[src/sv/packet_filter_rule_table_unit_macros.svh]
// assertion macros for the packet filter rule table
`ifndef PACKET_FILTER_RULE_TABLE_UNIT_MACROS_SVH
`define PACKET_FILTER_RULE_TABLE_UNIT_MACROS_SVH

// same-cycle implication, clocked on clk, disabled in reset
`define PFRT_ASSERT_IMP(lbl, ante, cons, msg) \
	lbl: assert property (@(posedge clk) disable iff (!arst_n) (ante) |-> (cons)) \
		else $error(msg);

// next-cycle implication, clocked on clk, disabled in reset
`define PFRT_ASSERT_NXT(lbl, ante, cons, msg) \
	lbl: assert property (@(posedge clk) disable iff (!arst_n) (ante) |=> (cons)) \
		else $error(msg);

`endif

[src/sv/pfrt_pkg.sv]
// types, codes and match function for the packet filter rule table
`default_nettype none

package pfrt_pkg;

	localparam int DEFAULT_TABLE_DEPTH = 64;
	localparam int COUNT_OUT_W = 7;

	localparam logic [1:0] FN_CHECK = 2'd0;
	localparam logic [1:0] FN_ADD   = 2'd1;
	localparam logic [1:0] FN_DEL   = 2'd2;

	localparam logic [1:0] ST_OK      = 2'd0;
	localparam logic [1:0] ST_FULL    = 2'd1;
	localparam logic [1:0] ST_MISSING = 2'd2;

	localparam logic [7:0] PROTO_TCP = 8'd6;
	localparam logic [7:0] PROTO_UDP = 8'd17;

	typedef struct packed {
		logic [1:0]  func;
		logic [31:0] ip_addr;
		logic [7:0]  protocol;
		logic [15:0] port;
	} in_t;

	typedef struct packed {
		logic                   drop;
		logic [1:0]             status;
		logic [COUNT_OUT_W-1:0] rule_count;
	} out_t;

	typedef struct packed {
		logic        valid;
		logic [31:0] ip_addr;
		logic [7:0]  protocol;
		logic [15:0] port;
	} entry_t;

	typedef enum logic [1:0] {
		S_CLEAR,
		S_IDLE,
		S_SCAN,
		S_HOLD
	} state_t;

	// rule fields of zero match anything; a nonzero port needs tcp or udp
	function automatic logic entry_hits(entry_t e, in_t p);
		logic addr_ok;
		logic proto_ok;
		logic port_ok;
		addr_ok  = (e.ip_addr == 32'd0) || (e.ip_addr == p.ip_addr);
		proto_ok = (e.protocol == 8'd0) || (e.protocol == p.protocol);
		port_ok  = (e.port == 16'd0) ||
			(((p.protocol == PROTO_TCP) || (p.protocol == PROTO_UDP)) &&
			(e.port == p.port));
		return addr_ok && proto_ok && port_ok;
	endfunction

	// per-function condition for stopping the scan at an entry
	function automatic logic rule_hit(entry_t e, in_t p);
		logic h;
		case (p.func)
			FN_CHECK: h = e.valid && entry_hits(e, p);
			FN_ADD:   h = !e.valid;
			FN_DEL:   h = e.valid && (e.ip_addr == p.ip_addr) &&
				(e.protocol == p.protocol) && (e.port == p.port);
			default:  h = 1'b0;
		endcase
		return h;
	endfunction

endpackage

`default_nettype wire

[src/sv/packet_filter_rule_table_unit.sv]
// Packet filter rule table: top level with scan sequencer and result register.
// Rules live in a single-port-read memory that is walked one entry per cycle.
// A check, add or delete transaction stops at the first entry that satisfies
// it, or after the last entry if none does, and its result is then loaded into
// the output register, or into a holding register while the output is stalled;
// no new item is accepted until that result is loaded. After reset a clearing
// pass invalidates every entry, with in_stall high throughout. A result may wait
// in the output register while the next item is accepted; a second finished
// result holds in_stall high until the first is taken.
`default_nettype none

module packet_filter_rule_table_unit #(
	parameter int TABLE_DEPTH = pfrt_pkg::DEFAULT_TABLE_DEPTH
) (
	input  wire logic           clk,
	input  wire logic           arst_n,
	input  wire logic           in_valid,
	output logic                in_stall,
	input  wire pfrt_pkg::in_t  in_data,
	output logic                out_valid,
	input  wire logic           out_stall,
	output pfrt_pkg::out_t      out_data
);
	import pfrt_pkg::*;

	`include "packet_filter_rule_table_unit_macros.svh"

	localparam int IDX_W = (TABLE_DEPTH > 1) ? $clog2(TABLE_DEPTH) : 1;
	localparam int CNT_W = $clog2(TABLE_DEPTH + 1);
	localparam logic [IDX_W-1:0] LAST_IDX = IDX_W'(TABLE_DEPTH - 1);

	state_t             st_q, st_d;
	in_t                item_q;
	logic [IDX_W-1:0]   idx_q;
	logic               issue_q;
	logic               pend_s1;
	logic [IDX_W-1:0]   idx_s1;
	logic [CNT_W-1:0]   cnt_q, cnt_d;
	out_t               res_q, res;
	logic               out_valid_q;
	out_t               out_q;

	entry_t             rdata_s1;
	logic               rd_en;
	logic               mem_we;
	logic [IDX_W-1:0]   mem_waddr;
	entry_t             mem_wdata;

	logic               hit, last, done, out_free, load_out, accept;

	pfrt_rule_mem #(
		.TABLE_DEPTH(TABLE_DEPTH),
		.IDX_W(IDX_W)
	) u_mem (
		.clk(clk),
		.we(mem_we),
		.waddr(mem_waddr),
		.wdata(mem_wdata),
		.re(rd_en),
		.raddr(idx_q),
		.rdata(rdata_s1)
	);

	assign in_stall  = (st_q != S_IDLE);
	assign accept    = in_valid && !in_stall;
	assign out_valid = out_valid_q;
	assign out_data  = out_q;
	assign out_free  = !out_valid_q || !out_stall;

	assign hit  = pend_s1 && rule_hit(rdata_s1, item_q);
	assign last = pend_s1 && (idx_s1 == LAST_IDX);
	assign done = (st_q == S_SCAN) && (hit || last);

	always_comb begin
		st_d      = st_q;
		rd_en     = 1'b0;
		mem_we    = 1'b0;
		mem_waddr = idx_s1;
		mem_wdata = '0;
		cnt_d     = cnt_q;
		load_out  = 1'b0;
		res.drop       = (item_q.func == FN_CHECK) && hit;
		res.status     = ST_OK;
		if ((item_q.func == FN_ADD) && !hit) begin
			res.status = ST_FULL;
		end
		if ((item_q.func == FN_DEL) && !hit) begin
			res.status = ST_MISSING;
		end
		if (hit && (item_q.func == FN_ADD)) begin
			cnt_d = cnt_q + CNT_W'(1);
		end
		if (hit && (item_q.func == FN_DEL) && (cnt_q != '0)) begin
			cnt_d = cnt_q - CNT_W'(1);
		end
		res.rule_count = COUNT_OUT_W'(cnt_d);
		case (st_q)
			S_CLEAR: begin
				mem_we    = 1'b1;
				mem_waddr = idx_q;
				if (idx_q == LAST_IDX) begin
					st_d = S_IDLE;
				end
			end
			S_IDLE: begin
				if (accept) begin
					st_d = S_SCAN;
				end
			end
			S_SCAN: begin
				rd_en = issue_q && !done;
				if (done) begin
					if (hit && ((item_q.func == FN_ADD) || (item_q.func == FN_DEL))) begin
						mem_we    = 1'b1;
						mem_wdata = '{valid: (item_q.func == FN_ADD),
							ip_addr: item_q.ip_addr,
							protocol: item_q.protocol,
							port: item_q.port};
					end
					load_out = out_free;
					st_d     = out_free ? S_IDLE : S_HOLD;
				end
			end
			S_HOLD: begin
				load_out = out_free;
				if (out_free) begin
					st_d = S_IDLE;
				end
			end
			default: begin
				st_d = S_IDLE;
			end
		endcase
	end

	always_ff @(posedge clk or negedge arst_n) begin
		if (!arst_n) begin
			st_q        <= S_CLEAR;
			idx_q       <= '0;
			issue_q     <= 1'b0;
			pend_s1     <= 1'b0;
			cnt_q       <= '0;
			out_valid_q <= 1'b0;
		end else begin
			st_q    <= st_d;
			pend_s1 <= rd_en;
			if (st_q == S_CLEAR) begin
				idx_q <= (idx_q == LAST_IDX) ? '0 : idx_q + IDX_W'(1);
			end else if (accept) begin
				idx_q   <= '0;
				issue_q <= 1'b1;
			end else if (rd_en) begin
				idx_q <= idx_q + IDX_W'(1);
				if (idx_q == LAST_IDX) begin
					issue_q <= 1'b0;
				end
			end
			if (done) begin
				cnt_q   <= cnt_d;
				issue_q <= 1'b0;
			end
			if (load_out) begin
				out_valid_q <= 1'b1;
			end else if (out_valid_q && !out_stall) begin
				out_valid_q <= 1'b0;
			end
		end
	end

	always_ff @(posedge clk) begin
		idx_s1 <= idx_q;
		if (accept) begin
			item_q <= in_data;
		end
		if (done && !out_free) begin
			res_q <= res;
		end
		if (load_out) begin
			out_q <= (st_q == S_HOLD) ? res_q : res;
		end
	end

	`PFRT_ASSERT_NXT(a_accept_scan, accept, st_q == S_SCAN, "accepted item did not start a scan")
	`PFRT_ASSERT_IMP(a_cnt_bound, 1'b1, cnt_q <= CNT_W'(TABLE_DEPTH), "rule count exceeds depth")
	`PFRT_ASSERT_IMP(a_we_state, mem_we, (st_q == S_SCAN) || (st_q == S_CLEAR), "stray table write")
	`PFRT_ASSERT_NXT(a_del_count, done && hit && (item_q.func == FN_DEL), cnt_q == $past(cnt_q) - CNT_W'(1), "delete did not lower count")

endmodule

`default_nettype wire

[src/sv/pfrt_rule_mem.sv]
// rule storage: one write port, one registered read port
`default_nettype none

module pfrt_rule_mem #(
	parameter int TABLE_DEPTH = pfrt_pkg::DEFAULT_TABLE_DEPTH,
	parameter int IDX_W = (TABLE_DEPTH > 1) ? $clog2(TABLE_DEPTH) : 1
) (
	input  wire logic             clk,
	input  wire logic             we,
	input  wire logic [IDX_W-1:0] waddr,
	input  wire pfrt_pkg::entry_t wdata,
	input  wire logic             re,
	input  wire logic [IDX_W-1:0] raddr,
	output pfrt_pkg::entry_t      rdata
);
	import pfrt_pkg::*;

	entry_t mem [TABLE_DEPTH];

	always_ff @(posedge clk) begin
		if (we) begin
			mem[waddr] <= wdata;
		end
	end

	always_ff @(posedge clk) begin
		if (re) begin
			rdata <= mem[raddr];
		end
	end

endmodule

`default_nettype wire

[config.mk]
export PLATFORM = sky130hd
export DESIGN_NAME = packet_filter_rule_table_unit
export DESIGN_NICKNAME = d
export VERILOG_FILES = /design/src/sv/pfrt_pkg.sv /design/src/sv/packet_filter_rule_table_unit.sv /design/src/sv/pfrt_rule_mem.sv
export VERILOG_INCLUDE_DIRS = /design/src /design/src/sv
export SDC_FILE = /design/constraint.sdc
export NUM_CORES = 2
export LEC_CHECK = 0
export ABC_AREA = 0
export BUFFER_PORTS_ARGS = -buffer_cell sky130_fd_sc_hd__clkbuf_2
export CAP_MARGIN = 20
export CORE_ASPECT_RATIO = 1.2
export CORE_MARGIN = 2
export CORE_UTILIZATION = 62
export DETAILED_ROUTE_END_ITERATION = 12
export PLACE_DENSITY_LB_ADDON = 0.05
export SKIP_LAST_GASP = 1
export SLEW_MARGIN = 15
export SYNTH_ARGS = -nofsm -noshare
export SYNTH_HDL_FRONTEND = slang
export SYNTH_HIERARCHICAL = 1
export SYNTH_SLANG_ARGS = --single-unit
[constraint.sdc]
create_clock -name clk -period 18.1 [get_ports clk]
set_clock_uncertainty 0.05 [all_clocks]
set_input_delay 0.905 -clock clk [delete_from_list [all_inputs] [get_ports clk]]
set_output_delay 0.905 -clock clk [all_outputs]
set_load 0.03 [all_outputs]
======== Yosys cells after proc, flatten, opt, wreduce, memory -nomap -nowiden ========
Memories as Yosys holds them, arrays and structs flattened. A register that Yosys moved wholly into a read port is not among the register bits.
Index checks and enable logic that the tools add are counted.
word-level totals
  word-level logic and storage cells ...... 121
  register bits ........................... 102
  memories ................................ 1
  memory bits (writable) .................. 3648
  input bits .............................. 62
cells by class
  multiplexer cells ....................... 35
  add/subtract/negate cells ............... 3
  equal/unequal tests ..................... 18
  reduce and logical (&&, ||, !) cells .... 47
memory list
  memory     words  width  read ports  clocked after Yosys merged registers in  wr ports  RTL line             source
  u_mem.mem  64     57     1           1                                        1         pfrt_rule_mem.sv:18  entry_t mem [TABLE_DEPTH];
operators by type and width
  kind                                                                   number
  57-bit two-way mux                                                     3
  32-bit equality test                                                   1
  32-bit logical NOT                                                     1
  6-bit two-way mux                                                      5
  1-bit logical AND                                                      21
  16-bit equality test                                                   1
  16-bit logical NOT                                                     1
  1-bit two-way mux                                                      14
  7-bit two-way mux                                                      2
  6-bit equality test, second input constant                             2
  2-bit two-way mux                                                      6
  10-bit two-way mux                                                     1
  2-bit inequality test, second input constant                           5
  3-bit nonzero test                                                     3
  8-bit by 3-bit equality test with 1-bit output, second input constant  1
  8-bit by 5-bit equality test with 1-bit output, second input constant  1
  8-bit equality test                                                    1
  8-bit logical NOT                                                      1
  2-bit case mux with 4 select lines                                     1
  7-bit by 1-bit adder with 7-bit output, second input constant          1
  1-bit logical NOT                                                      7
  1-bit logical OR                                                       7
  7-bit nonzero test                                                     1
  7-bit by 1-bit subtractor with 7-bit output, second input constant     1
  10 further kinds                                                       15

======== Longest topological paths before layout ========
  depth in word-level cells ............... 17
  mapped depth ............................ 13
  gate-level depth less buffers ........... 12

======== Cells and area by module ========
The synthesis kept the hierarchy.
modules (own cells, without submodules)
  module                         cells each  seq. area each (um^2)  times used  area an instance (um^2)
  pfrt_rule_mem                  5760        111256.7               1           140095.6
  packet_filter_rule_table_unit  445         2912.8                 1           5360.1

======== Least setup slack after synthesis ========
No wires, ideal clock.
  path kind ............................... register -> register
  start ................................... register, netlist name u_mem/rdata[9]
  end ..................................... memory u_mem/mem[48][0] in the netlist's numbering, enable pin
  slack ................................... 10991 ps
  stages on the path, launching flop included .. 12
  arrival ................................. 6517 ps
  buffers on the path ..................... 1
  required time ........................... 17508 ps
  path through ............................ edfxtp_1 xor2_1 nor4_2 nand4_1 or4b_4 a21bo_4 a21oi_2 and3_1 buf_2 or2_2 nand4b_1 nor3_1
between the ends
  word-level cells in the longest chain between the ends .. 13
ends and longest elaborated chain
  what                                                    RTL line                                                                   source
  16-bit equality test                                    pfrt_pkg.sv:56, pfrt_pkg.sv:67
  1-bit logical AND                                       pfrt_pkg.sv:55                                                             (((p.protocol == PROTO_TCP) || (p.protocol == PROTO_UDP)) &&
  1-bit logical OR                                        pfrt_pkg.sv:54                                                             port_ok = (e.port == 16'd0) ||
  1-bit logical AND                                       pfrt_pkg.sv:57                                                             return addr_ok && proto_ok && port_ok;
  1-bit logical AND                                       pfrt_pkg.sv:64                                                             FN_CHECK: h = e.valid && entry_hits(e, p);
  1-bit case mux with 3 select lines *                    pfrt_pkg.sv:63                                                             case (p.func)
  1-bit logical AND *                                     packet_filter_rule_table_unit.sv:70                                        assign hit = pend_s1 && rule_hit(rdata_s1, item_q);
  1-bit logical AND or 1-bit logical OR (tied branches)   packet_filter_rule_table_unit.sv:113, packet_filter_rule_table_unit.sv:72
  1-bit two-way mux or 1-bit logical AND (tied branches)  packet_filter_rule_table_unit.sv:113, packet_filter_rule_table_unit.sv:72
  1-bit two-way mux *                                     packet_filter_rule_table_unit.sv:112                                       if (done) begin
  1-bit case mux with 2 select lines *                    packet_filter_rule_table_unit.sv:97                                        case (st_q)
  named net mem_we                                        packet_filter_rule_table_unit.sv:45                                        logic mem_we;
  1-bit two-way mux *                                     pfrt_rule_mem.sv:21                                                        if (we) begin
  1-bit two-way mux (not written as such) *               pfrt_rule_mem.sv:22                                                        mem[waddr] <= wdata;
  end: declaration                                        pfrt_rule_mem.sv:18
The timed path passes the listed nets; every way through them passes the cells marked *.

======== Worst setup path in the final report ========
  start ................................... register, netlist name u_mem/rdata[12]
  end ..................................... memory u_mem/mem[14][9] in the netlist's numbering, enable pin
between the ends
  word-level cells in the longest chain between the ends .. 13
ends and longest elaborated chain
  what                                                    RTL line
  16-bit equality test                                    pfrt_pkg.sv:56, pfrt_pkg.sv:67
  1-bit logical AND                                       pfrt_pkg.sv:55
  1-bit logical OR                                        pfrt_pkg.sv:54
  1-bit logical AND                                       pfrt_pkg.sv:57
  1-bit logical AND                                       pfrt_pkg.sv:64
  1-bit case mux with 3 select lines *                    pfrt_pkg.sv:63
  1-bit logical AND *                                     packet_filter_rule_table_unit.sv:70
  1-bit logical AND or 1-bit logical OR (tied branches)   packet_filter_rule_table_unit.sv:113, packet_filter_rule_table_unit.sv:72
  1-bit two-way mux or 1-bit logical AND (tied branches)  packet_filter_rule_table_unit.sv:113, packet_filter_rule_table_unit.sv:72
  1-bit two-way mux *                                     packet_filter_rule_table_unit.sv:112
  1-bit case mux with 2 select lines *                    packet_filter_rule_table_unit.sv:97
  named net mem_we                                        packet_filter_rule_table_unit.sv:45
  1-bit two-way mux *                                     pfrt_rule_mem.sv:21
  1-bit two-way mux (not written as such) *               pfrt_rule_mem.sv:22
Marked as above.

==> run metrics <==
TritonCTS Sinks=3807; core area=233000 µm²; row cnt=slightly below 200; RSZ-0062 raised after global routing=false; Final Slew Violations=0; Cells after Synth=6205; fillcell total=13920; Worst EP arrival=8140 ps; Tot GR Track Use=0.344; vias per cell=7.14; Setup Buffers After CTS=0; port bufs=73; Die Y=535 µm; share of layout cells above drive strength 1=0.291; clock-pin slew on the worst setup and hold paths=60 ps; layout net count=6619; MaxCap Viol Count=0; TNS Setup=0 ps; H-Tree Depth=5; Layout Area Growth over Synthesis=11.4%; Initial Util=0.624; vias post-DR=70573; clk buf depth=4; maximum vdd ir drop=0.106 mV; CTS buffer count=364; Worst-Skew Late Latency=900 ps; Top FF cell, synth=edfxtp_1; number of synthesized flops with an enable pin=between 3000 and 4000; ys async rst share=0.00473; syn_nets=6280; average size of a mapped cell=23.4 µm²; DR iter-0 viols=slightly above 10000; Non-Filler Instances=9885; register area share after synthesis=0.785; synthesized flop and latch total=3807; I/O pin cnt=74; synth unique cells=71; total gr overflow=0; die area=239000 µm²; Die Width=446 µm; status=finished, final reports clean; slew margin rel.=0.182; crit end category=flip-flop; Cell Pwr Density=about 140 nW/µm²; RD Place Congestion=0.859; required time of the critical path=18550 ps; dpl cells=9213; Lkg Pwr=58.6 nW; number of global-route vias before repair=~70000; root buffer cell=clkbuf_16; largest net degree at the start of global routing=119; f_max=130 MHz; slew at the pin closest to its max-slew limit=1230 ps; drt total wl=405000 µm; global-route wire length before repair=561000 µm; DR DRC count=0; CTS tree=done; initial antenna violation count=26; Hold Violations, Final=0; # setup viols final=0; Final HPWL DP=235000 µm; Max Fanout on Critical Path=just under 60; post-route ant nets=0; Synth Warn #=6; Crit Path Category=flip-flop to flip-flop; Critical Path Source Type=flip-flop; min-delay worst type=input pin to flip-flop; Cell Area, Synth=145000 µm²; Tcrit/Tclk final=0.425; Pre-Repair DR Iteration Count=6; post-layout min period=7690 ps; routed length per instance=40.9 µm
## cell usage after synthesis, types with 29 or more instances
| master | instances | share of area |
|---|---|---|
| mux2_2 | 55 | 0.0043 |
| buf_2 | 67 | 0.0023 |
| edfxtp_1 | 3783 | 0.78 |
| mux4_2 | 998 | 0.15 |
| o21ai_0 | 39 | 0.0013 |
| buf_1 | 35 | 0.00090 |
| nand2_1 | 92 | 0.0024 |
| nand3_1 | 29 | 0.0010 |
| and2_1 | 62 | 0.0027 |
| mux2i_1 | 90 | 0.0062 |
| o22ai_1 | 173 | 0.0074 |
| a31oi_1 | 31 | 0.0013 |
| nor2_1 | 150 | 0.0039 |
| clkbuf_1 | 144 | 0.0037 |
| buf_4 | 57 | 0.0029 |
| xor2_1 | 52 | 0.0031 |
| a21oi_1 | 42 | 0.0014 |
## registers in the layout, summed over array words and instances, names as in the netlist
register     cells
cnt_q            7
u_mem/rdata     57
u_mem/mem     3648
out_data        10
idx_q            6
pend_s1          1
st_q             2
res_q           10
out_valid        1
issue_q          1
item_q          58
idx_s1           6
## critical path, stage by stage (launching register included)
cell      delay, ps
edfxtp_1        420
xor2_1          190
nor4_2          310
nand4_1         560
or4b_4          740
a21bo_4         260
a21oi_2         460
and3_2          270
buf_4           550
or2_2           300
nor2b_1         290
nand3_1         740
nor2_4         1040
buf_4           770
## power by group
part | switching, W | leakage [nW] | internal (W) | total (W)
combinational | 0.00289 | 10.2 | 0.00159 | 0.00448
sequential | 0.000188 | 42.9 | 0.00994 | 0.0101
clock | 0.00320 | 5.56 | 0.00422 | 0.00742
total | 0.00628 | 58.6 | 0.0157 | 0.0220
## cell usage in the layout (no fill, tap or decap), types with 15 or more instances in the layout
master      Yosys  layout
and2_1         62      23
inv_1          16      15
edfxtp_1     3783    3783
nor2_1        150      88
clkinv_2        0      52
o22ai_1       173     173
clkbuf_1      144      74
o21ai_0        39      39
o22a_1         20      20
xnor2_1        15      15
mux2_2         55      55
nand2_1        92      89
o221ai_1       25      25
nor4_1         24      24
nor2_4          0      62
mux4_2        998     998
xor2_1         52      52
clkinvlp_4      0      17
clkinv_1        0      90
a31oi_1        31      31
buf_4          57     210
bufinv_16       0      30
clkbuf_2        0      73
mux2i_1        90      90
a21oi_1        42      42
and2_2          0      35
clkbuf_16       0     373
nand3_1        29      29
## routing by layer
layer | up-vias | track usage | share of wire
met5 | - | 0 | 0.00028
met4 | 18 | 0.187 | 0.064
met3 | 862 | 0.0628 | 0.10
met2 | 4409 | 0.543 | 0.49
met1 | 38018 | 0.466 | 0.35
li1 | 27266 | - | -
## logic make-up after synthesis
group | count (synthesis) | share of synthesized area
flops | 3807 | 0.785
compound gates | 386 | 0.0177
buf+inv | 347 | 0.0124
simple gates | 441 | 0.0148
mux | 1143 | 0.165
xor+xnor | 68 | 0.00415
fa+ha+maj | 13 | 0.00112
## path summary, 6_finish.rpt
| path | from | cells past startpoint | endpoint | slack [ps] |
|---|---|---|---|---|
| max | u_mem/rdata[12]$_DFFE_PP_ | 13 | u_mem/mem[14][9]$_DFFE_PP_ | 10410 |
| min | in_data[51] | 1 | item_q[51]$_DFFE_PP_ | 160 |
| max reg2reg | u_mem/rdata[12]$_DFFE_PP_ | 13 | u_mem/mem[14][9]$_DFFE_PP_ | 10410 |
| min reg2reg | cnt_q[6]$_DFFE_PN0N_ | 1 | cnt_q[6]$_DFFE_PN0N_ | 460 |
| max in group asynchronous | arst_n | 2 | idx_q[1]$_DFFE_PN0P_ | 17030 |
| min in group asynchronous | arst_n | 2 | issue_q$_DFFE_PN0P_ | 530 |
## through the flow
stage / total power (W) / hold WS (ps) / instance area, µm² / utilization / setup WS, ps
after floorplan: 0.0132 / 375 / 145000 / - / 10990
after global placement: 0.0148 / 444 / 150000 / 0.645 / 10750
after detailed placement: 0.0148 / 445 / 150000 / 0.645 / 10610
after CTS: 0.0221 / 116 / 162000 / 0.695 / 10630
after global routing: 0.0226 / 146 / 162000 / 0.695 / 10430
final: 0.0220 / 164 / 162000 / 0.695 / 10410
## what timing repair did
item	in CTS	in global routing
resized for setup	0	0
hold buffers	1	0
endpoints found under the hold margin	18	0
## cell type report
class	instances	area, µm²	share of cell area
Sequential cell	3807	114000	0.705
Antenna cell	13	32.5	0.000201
Clock buffer	452	9680	0.0598
Multi-Input combinational cell	2051	30100	0.186
Inverter	17	68.8	0.000425
Timing Repair Buffer	303	2370	0.0146
Tap cell	3038	3800	0.0235
Clock inverter	204	1780	0.0110
No activity file was read; power rests on OpenSTA's default activity.
